<file path="config.mk">
export PLATFORM = sky130hd
export DESIGN_NAME = calc_port_interrupt_timer_ctrl
export DESIGN_NICKNAME = d
export VERILOG_FILES = /design/src/cpit_pkg.sv /design/src/cpit_timer.sv /design/src/cpit_ports.sv /design/src/calc_port_interrupt_timer_ctrl.sv
export SDC_FILE = /design/constraint.sdc
export NUM_CORES = 1
export LEC_CHECK = 0
export BUFFER_PORTS_ARGS = -buffer_cell sky130_fd_sc_hd__buf_4
export CORE_MARGIN = 2
export CORE_UTILIZATION = 55
export CTS_BUF_LIST = sky130_fd_sc_hd__clkbuf_4 sky130_fd_sc_hd__clkbuf_8 sky130_fd_sc_hd__clkbuf_16
export CTS_CLUSTER_DIAMETER = 120
export DETAILED_ROUTE_END_ITERATION = 7
export GPL_ROUTABILITY_DRIVEN = 0
export PLACE_DENSITY = 0.83
export SLEW_MARGIN = 20
export SYNTH_ARGS = -nofsm -noshare
export SYNTH_HDL_FRONTEND = slang
export SYNTH_HIERARCHICAL = 1
export SYNTH_SLANG_ARGS = --single-unit
</file>
<file path="constraint.sdc">
create_clock -name clk -period 7.9 [get_ports clk]
set_clock_uncertainty 0.1 [all_clocks]
set_input_delay 1.185 -clock clk [delete_from_list [all_inputs] [get_ports clk]]
set_output_delay 1.185 -clock clk [all_outputs]
set_load 0.01 [all_outputs]
</file>
<file path="src/cpit_pkg.sv">
package cpit_pkg;

  // Timer granule is a power of two: period = (sel + 1) << TICK_SHIFT.
  // TICK_SHIFT stays at 14 or below so that the period fits PERIOD_W bits.
  localparam int TICK_SHIFT   = 8;
  localparam int TICK_UNIT    = 1 << TICK_SHIFT;
  localparam int PERIOD_W     = 17;
  localparam int MAX_CONTRAST = 40;

  localparam logic [15:0] TICK_LOW_MASK  = 16'(TICK_UNIT - 1);
  localparam logic [15:0] ELAPSED_MAX    = 16'hFFFF;
  localparam logic [1:0]  PERIOD_SEL_RST = 2'd3;
  localparam logic [4:0]  CONTRAST_TOP   = 5'((MAX_CONTRAST - 1) & 'h1F);
  localparam logic [6:0]  CONTRAST_LIMIT = 7'(MAX_CONTRAST);

  // Item kinds
  localparam logic [1:0] FUNC_TICK  = 2'd0;
  localparam logic [1:0] FUNC_READ  = 2'd1;
  localparam logic [1:0] FUNC_WRITE = 2'd2;

  // Port numbers
  localparam logic [2:0] PORT_SCREEN   = 3'd0;
  localparam logic [2:0] PORT_CONTRAST = 3'd2;
  localparam logic [2:0] PORT_STATUS   = 3'd3;
  localparam logic [2:0] PORT_TIMER    = 3'd4;

  localparam logic [15:0] SCREEN_ORIGIN = 16'hE000;

  typedef struct packed {
    logic [1:0] func;
    logic [2:0] port;
    logic [7:0] wdata;
    logic       on_key;
  } item_t;

  typedef struct packed {
    logic [7:0]  rdata;
    logic        irq;
    logic        lcd_on;
    logic [7:0]  lcd_width;
    logic [15:0] screen_base;
    logic [4:0]  contrast_level;
  } result_t;

  // Control decoded for the timer by the port logic
  typedef struct packed {
    logic       tick;
    logic       load;
    logic [1:0] sel;
    logic       wrap_en;
  } tmr_ctl_t;

  // Timer status back to the port logic
  typedef struct packed {
    logic expired;
    logic wrap;
  } tmr_stat_t;

endpackage

</file>
<file path="src/cpit_timer.sv">
module cpit_timer (
  input  logic                 clk,
  input  logic                 rst,
  input  logic                 fire,
  input  cpit_pkg::tmr_ctl_t   ctl,
  output cpit_pkg::tmr_stat_t  stat
);
  import cpit_pkg::*;

  logic [15:0] elapsed_ticks, elapsed_next;
  logic [1:0]  period_sel, period_sel_next;
  logic [15:0] ticked, less1, quo, wrapped;
  logic [1:0]  rem;

  function automatic logic [PERIOD_W-1:0] period_of(input logic [1:0] sel);
    logic [PERIOD_W-1:0] p;
    p = (PERIOD_W'(sel) + PERIOD_W'(1)) << TICK_SHIFT;
    return p;
  endfunction

  // Remainder by three: base-4 digits each weigh 1 mod 3.
  function automatic logic [1:0] mod3(input logic [15:0] v);
    logic [4:0] s;
    logic [2:0] t;
    logic [1:0] r;
    s = '0;
    for (int i = 0; i < 8; i++) begin
      s = s + 5'(v[2*i +: 2]);
    end
    t = 3'(s[1:0]) + 3'(s[3:2]) + 3'(s[4]);
    case (t)
      3'd0, 3'd3, 3'd6: r = 2'd0;
      3'd1, 3'd4, 3'd7: r = 2'd1;
      default:          r = 2'd2;
    endcase
    return r;
  endfunction

  always_comb begin
    period_sel_next = ctl.load ? ctl.sel : period_sel;
    if (ctl.load) begin
      ticked = '0;
    end else if (ctl.tick && elapsed_ticks != ELAPSED_MAX) begin
      ticked = elapsed_ticks + 16'd1;
    end else begin
      ticked = elapsed_ticks;
    end

    stat.expired = {1'b0, elapsed_ticks} > period_of(period_sel);
    stat.wrap    = ctl.wrap_en && ({1'b0, ticked} > period_of(period_sel_next));

    // ((t - 1) mod period) + 1, period = k << TICK_SHIFT
    less1 = ticked - 16'd1;
    quo   = less1 >> TICK_SHIFT;
    case (period_sel_next)
      2'd0:    rem = 2'd0;
      2'd1:    rem = {1'b0, quo[0]};
      2'd2:    rem = mod3(quo);
      default: rem = quo[1:0];
    endcase
    wrapped      = ((16'(rem) << TICK_SHIFT) | (less1 & TICK_LOW_MASK)) + 16'd1;
    elapsed_next = stat.wrap ? wrapped : ticked;
  end

  always_ff @(posedge clk) begin
    if (rst) begin
      elapsed_ticks <= '0;
      period_sel    <= PERIOD_SEL_RST;
    end else if (fire) begin
      elapsed_ticks <= elapsed_next;
      period_sel    <= period_sel_next;
    end
  end

endmodule

</file>
<file path="src/cpit_ports.sv">
module cpit_ports (
  input  logic                 clk,
  input  logic                 rst,
  input  logic                 fire,
  input  cpit_pkg::item_t      item,
  input  cpit_pkg::tmr_stat_t  stat,
  output cpit_pkg::tmr_ctl_t   tmr,
  output cpit_pkg::result_t    res
);
  import cpit_pkg::*;

  logic [2:0] int_mask, int_mask_next;
  logic       on_latched, on_latched_next;
  logic       on_prev;
  logic       lcd_active, lcd_active_next;
  logic [1:0] width_mode, width_mode_next;
  logic [4:0] screen_offset, screen_offset_next;
  logic [4:0] contrast_reg, contrast_reg_next;
  logic       is_wr, is_status_rd;
  logic       latch_kept, key_rise;

  always_comb begin
    is_wr        = item.func == FUNC_WRITE;
    is_status_rd = item.func == FUNC_READ && item.port == PORT_STATUS;

    screen_offset_next = (is_wr && item.port == PORT_SCREEN) ? item.wdata[4:0]
                                                             : screen_offset;
    contrast_reg_next = contrast_reg;
    if (is_wr && item.port == PORT_CONTRAST) begin
      contrast_reg_next = ({2'b00, item.wdata[4:0]} >= CONTRAST_LIMIT) ? CONTRAST_TOP
                                                                       : item.wdata[4:0];
    end

    lcd_active_next = lcd_active;
    int_mask_next   = int_mask;
    latch_kept      = on_latched;
    if (is_wr && item.port == PORT_STATUS) begin
      lcd_active_next = item.wdata[3];
      int_mask_next   = {item.wdata[2], 1'b0, item.wdata[0]};
      latch_kept      = on_latched && item.wdata[0];
    end

    width_mode_next = (is_wr && item.port == PORT_TIMER) ? item.wdata[4:3] : width_mode;

    tmr.tick    = item.func == FUNC_TICK;
    tmr.load    = is_wr && item.port == PORT_TIMER;
    tmr.sel     = item.wdata[2:1];
    tmr.wrap_en = !int_mask_next[2] && lcd_active_next;

    key_rise        = int_mask_next[0] && item.on_key && !on_prev;
    on_latched_next = latch_kept || key_rise;

    // status: bit 3 no latch, bit 2 expired, bit 1 lcd, bit 0 latch
    res.rdata = is_status_rd ? {4'b0000, !on_latched, stat.expired, lcd_active, on_latched}
                             : 8'h00;
    res.irq    = stat.wrap || on_latched_next;
    res.lcd_on = lcd_active_next;
    case (width_mode_next)
      2'd0:    res.lcd_width = 8'd80;
      2'd1:    res.lcd_width = 8'd96;
      2'd2:    res.lcd_width = 8'd128;
      default: res.lcd_width = 8'd160;
    endcase
    res.screen_base    = SCREEN_ORIGIN | {3'b000, screen_offset_next, 8'h00};
    res.contrast_level = contrast_reg_next;
  end

  always_ff @(posedge clk) begin
    if (rst) begin
      int_mask      <= '0;
      on_latched    <= 1'b0;
      on_prev       <= 1'b0;
      lcd_active    <= 1'b0;
      width_mode    <= '0;
      screen_offset <= '0;
      contrast_reg  <= '0;
    end else if (fire) begin
      int_mask      <= int_mask_next;
      on_latched    <= on_latched_next;
      on_prev       <= item.on_key;
      lcd_active    <= lcd_active_next;
      width_mode    <= width_mode_next;
      screen_offset <= screen_offset_next;
      contrast_reg  <= contrast_reg_next;
    end
  end

endmodule

</file>
<file path="src/calc_port_interrupt_timer_ctrl.sv">
// Channel  | Handshake                  | Payload
// ---------+----------------------------+---------------------------------
// item     | item_valid / item_stall    | func, port, wdata, on_key
// result   | result_valid / result_stall| rdata, irq, lcd_on, lcd_width,
//          |                            | screen_base, contrast_level
//
// One request per clock sustained while result_stall is low; result_valid rises
// once the request has passed the input register, then the result register.
// rst (synchronous) empties both registers; period selector resets to 3,
// all other port state to zero.
// A stalled result holds; item_stall rises only when the input register is
// full and the result register cannot drain in the same cycle.
module calc_port_interrupt_timer_ctrl (
  input  logic              clk,
  input  logic              rst,
  input  logic              item_valid,
  output logic              item_stall,
  input  cpit_pkg::item_t   item,
  output logic              result_valid,
  input  logic              result_stall,
  output cpit_pkg::result_t result
);
  import cpit_pkg::*;

  // Input stage
  item_t     item_q;
  logic      item_q_valid;

  // Result stage can load when empty or being taken this cycle
  logic      result_load;
  logic      fire;

  tmr_ctl_t  tmr_ctl;
  tmr_stat_t tmr_stat;
  result_t   result_next;

  assign result_load = !result_valid || !result_stall;
  assign fire        = item_q_valid && result_load;
  assign item_stall  = item_q_valid && !result_load;

  always_ff @(posedge clk) begin
    if (rst) begin
      item_q_valid <= 1'b0;
    end else if (!item_stall) begin
      item_q_valid <= item_valid;
    end
  end

  always_ff @(posedge clk) begin
    if (item_valid && !item_stall) begin
      item_q <= item;
    end
  end

  // Timer: elapsed tick count, period select, expiry and wrap-around.
  // State update and result come from one pass of logic between the two
  // registers, so each request sees everything left by the one before it.
  cpit_timer u_timer (
    .clk  (clk),
    .rst  (rst),
    .fire (fire),
    .ctl  (tmr_ctl),
    .stat (tmr_stat)
  );

  // Port decode, display/interrupt registers, on-key latch, result build
  cpit_ports u_ports (
    .clk  (clk),
    .rst  (rst),
    .fire (fire),
    .item (item_q),
    .stat (tmr_stat),
    .tmr  (tmr_ctl),
    .res  (result_next)
  );

  always_ff @(posedge clk) begin
    if (rst) begin
      result_valid <= 1'b0;
    end else if (result_load) begin
      result_valid <= item_q_valid;
    end
  end

  always_ff @(posedge clk) begin
    if (fire) begin
      result <= result_next;
    end
  end

endmodule

</file>
==> out/metrics.yaml <==
power_and_ir_drop:
  p_leak_nw: 2.41
  ir_drop_mv: 0.115
  p_per_area_nw_per_um2: 185
route:
  first_pass_detailed_route_iteration_total: 5
  initialDrtViolationCount: 244
  num_vias: 4050
  drt_wl_total_um: 11500
  drc_errors: 0
  route.detailed.wl_per_inst_um: 16.3
  avgViaCountPerCell: 5.75
  drtAntennaViolNets: 0
clock_tree:
  postCtsSetupRepairBufs: 0
  tritoncts_clock_tree: "done"
  ctsHoldBuffers: 0
  cts_root_buffer: "sky130_fd_sc_hd__clkbuf_8"
  worst_setup_hold_path_clk_slew_ns: 0.11
  clock-sinks: 87
  cts_resized: 0
  clk-insertion-delay-late_ns: 0.37
  clk_path_buf_depth: 2
  number_of_h_tree_levels: 3
  cts_made_buffers: 9
cells_and_area:
  n_fill_cell: 727
  multi_input_comb_area_um2: 2800
  final_area_um2: 5960
  top_regs: "result (39), u_timer/elapsed_ticks (16), item_q (11)"
  fin_util: 0.639
  insertedDiodeCount: 0
  finalNetCount: 610
  largest_reg_flops: 39
  layout-area-overhead-vs-synth_pct: 12.0
  share_of_layout_cells_above_drive_strength_1: 0.203
  area.sequential_um2: 2240
  largest-register: "result"
die:
  die_y_um: 102
  std_cell_rows: 35
  initial_core_util: 0.571
  fp.coreArea_um2: 9330
  dieArea_um2: 10500
  ios: 59
  die-width_um: 102
sta:
  timing.slew.headroom: 0.381
  post-route-period-util: 0.947
  final_period_minus_worst_setup_slack_ns: 7.48
  timing.final.hold_violations: 0
  achievable-frequency_mhz: 134
  tightestPinTransition_ns: 0.926
  final_max_slew_viol_count: 0
  setup_viol: 0
setup_path:
  crit-reg2reg-launch: "u_timer/elapsed_ticks[1]$_SDFFE_PP0P_"
  crit_path_arrival_time_ns: 7.64
  cp_max_fo: 8
  worst_path_max_delay_cell: "sky130_fd_sc_hd__or4_4"
  critical_path_start: "u_timer/elapsed_ticks[1]$_SDFFE_PP0P_"
  buf_inv_on_cp: 4
  worstPathRequired_ns: 8.06
  timing.setup.critical_path_class: "reg -> reg"
  critical_path.startpoint_type: "flop"
  r2r_slack_ns: 0.42
  timing.critical_path.to_type: "flop"
  cp_slowest_stage_delay_ns: 0.55
  family_with_the_most_delay_on_the_worst_path: "adder cells"
outcome:
  run_status: "complete, no violations"
global_route:
  antenna_found_initial: 0
  via_count_of_the_first_global_routing_pass: 3867
  grt_start_max_net_pins: 71
  grt_pass1_wl_um: 18900
  grtUsageTotal: 0.229
  gr_overflow_total: 0
hold_path:
  timing.hold.worst.class: "reg -> reg"
  holdCritStartpoint: "u_ports/int_mask[2]$_SDFFE_PP0P_"
placement:
  dpl-instance-area_um2: 5740
  place.port_buffers: 55
  place_hpwl_um: 8180
synthesis:
  synthCells: 527
  postSynthAreaPerCell_um2: 10.1
  synthesis.area_um2: 5330
  yosysWarningCount: 6
job:
  timing.max_cap.violations: 0
[final cells by class]
cell class / count / area share
Sequential cell: 87 / 0.376
Inverter: 30 / 0.0189
Clock inverter: 7 / 0.0126
Tap cell: 129 / 0.0271
Clock buffer: 9 / 0.0208
Multi-Input combinational cell: 382 / 0.469
Timing Repair Buffer: 60 / 0.0755
[cell usage in the layout (no fill, tap or decap), drive strengths merged, types with 8 or more instances in the layout]
cell type	n
buf	60
a21oi	16
conb	19
mux2i	23
nor2	42
a211oi	10
nor4	8
clkbuf	9
nand2	38
xnor2	20
nand3	14
ha	17
mux2	15
edfxtp	50
nor3	10
nand4	9
inv	34
o21ai	10
xor2	8
dfxtp	37
[worst paths after layout]
kind / to / depth (start not counted)
max: u_timer/elapsed_ticks[9]$_SDFFE_PP0P_ / 29
min: u_ports/int_mask[2]$_SDFFE_PP0P_ / 2
max reg2reg: u_timer/elapsed_ticks[9]$_SDFFE_PP0P_ / 29
min reg2reg: u_ports/int_mask[2]$_SDFFE_PP0P_ / 2
[worst reg2reg max path: cells and delay by family, from the launching register on]
family                   cells  cell delay (ns)
XOR/XNOR                     2             0.27
multiplexers                 1             0.32
adder cells (fa/ha/maj)      8             2.85
AND/OR/NAND/NOR             11             2.47
buffers and inverters        4             0.22
AO/OA/AOI/OAI                3             0.65
flip-flops                   1             0.49
[power breakdown]
part	leakage, nW	internal, mW	switching [mW]
registers	0.781	0.495	0.0137
logic	1.53	0.130	0.153
clock network	0.0982	0.124	0.186
[routing by layer]
metal / track usage / share of wire / wire length, µm / vias up
met5: 0 / 0 / 0 / -
met4: 0.0790 / 0.018 / 209 / 0
met3: 0.0363 / 0.046 / 527 / 18
met2: 0.378 / 0.48 / 5470 / 135
met1: 0.308 / 0.46 / 5260 / 1923
li1: - / - / - / 1974
[through the flow]
stage | power (mW) | setup WS [ns] | setup TNS, ns | hold slack [ns] | cells
after floorplan | 0.742 | 0.683 | 0 | 0.332 | 544
after global placement | 0.784 | 0.538 | 0 | 0.341 | 688
after detailed placement | 0.798 | 0.261 | 0 | 0.349 | 688
after CTS | 1.10 | 0.235 | 0 | 0.363 | 704
after global routing | 1.16 | -0.00732 | -0.00732 | 0.388 | 704
final | 1.10 | 0.417 | 0 | 0.363 | 704
Note: power is estimated with default switching activity, not from simulation.
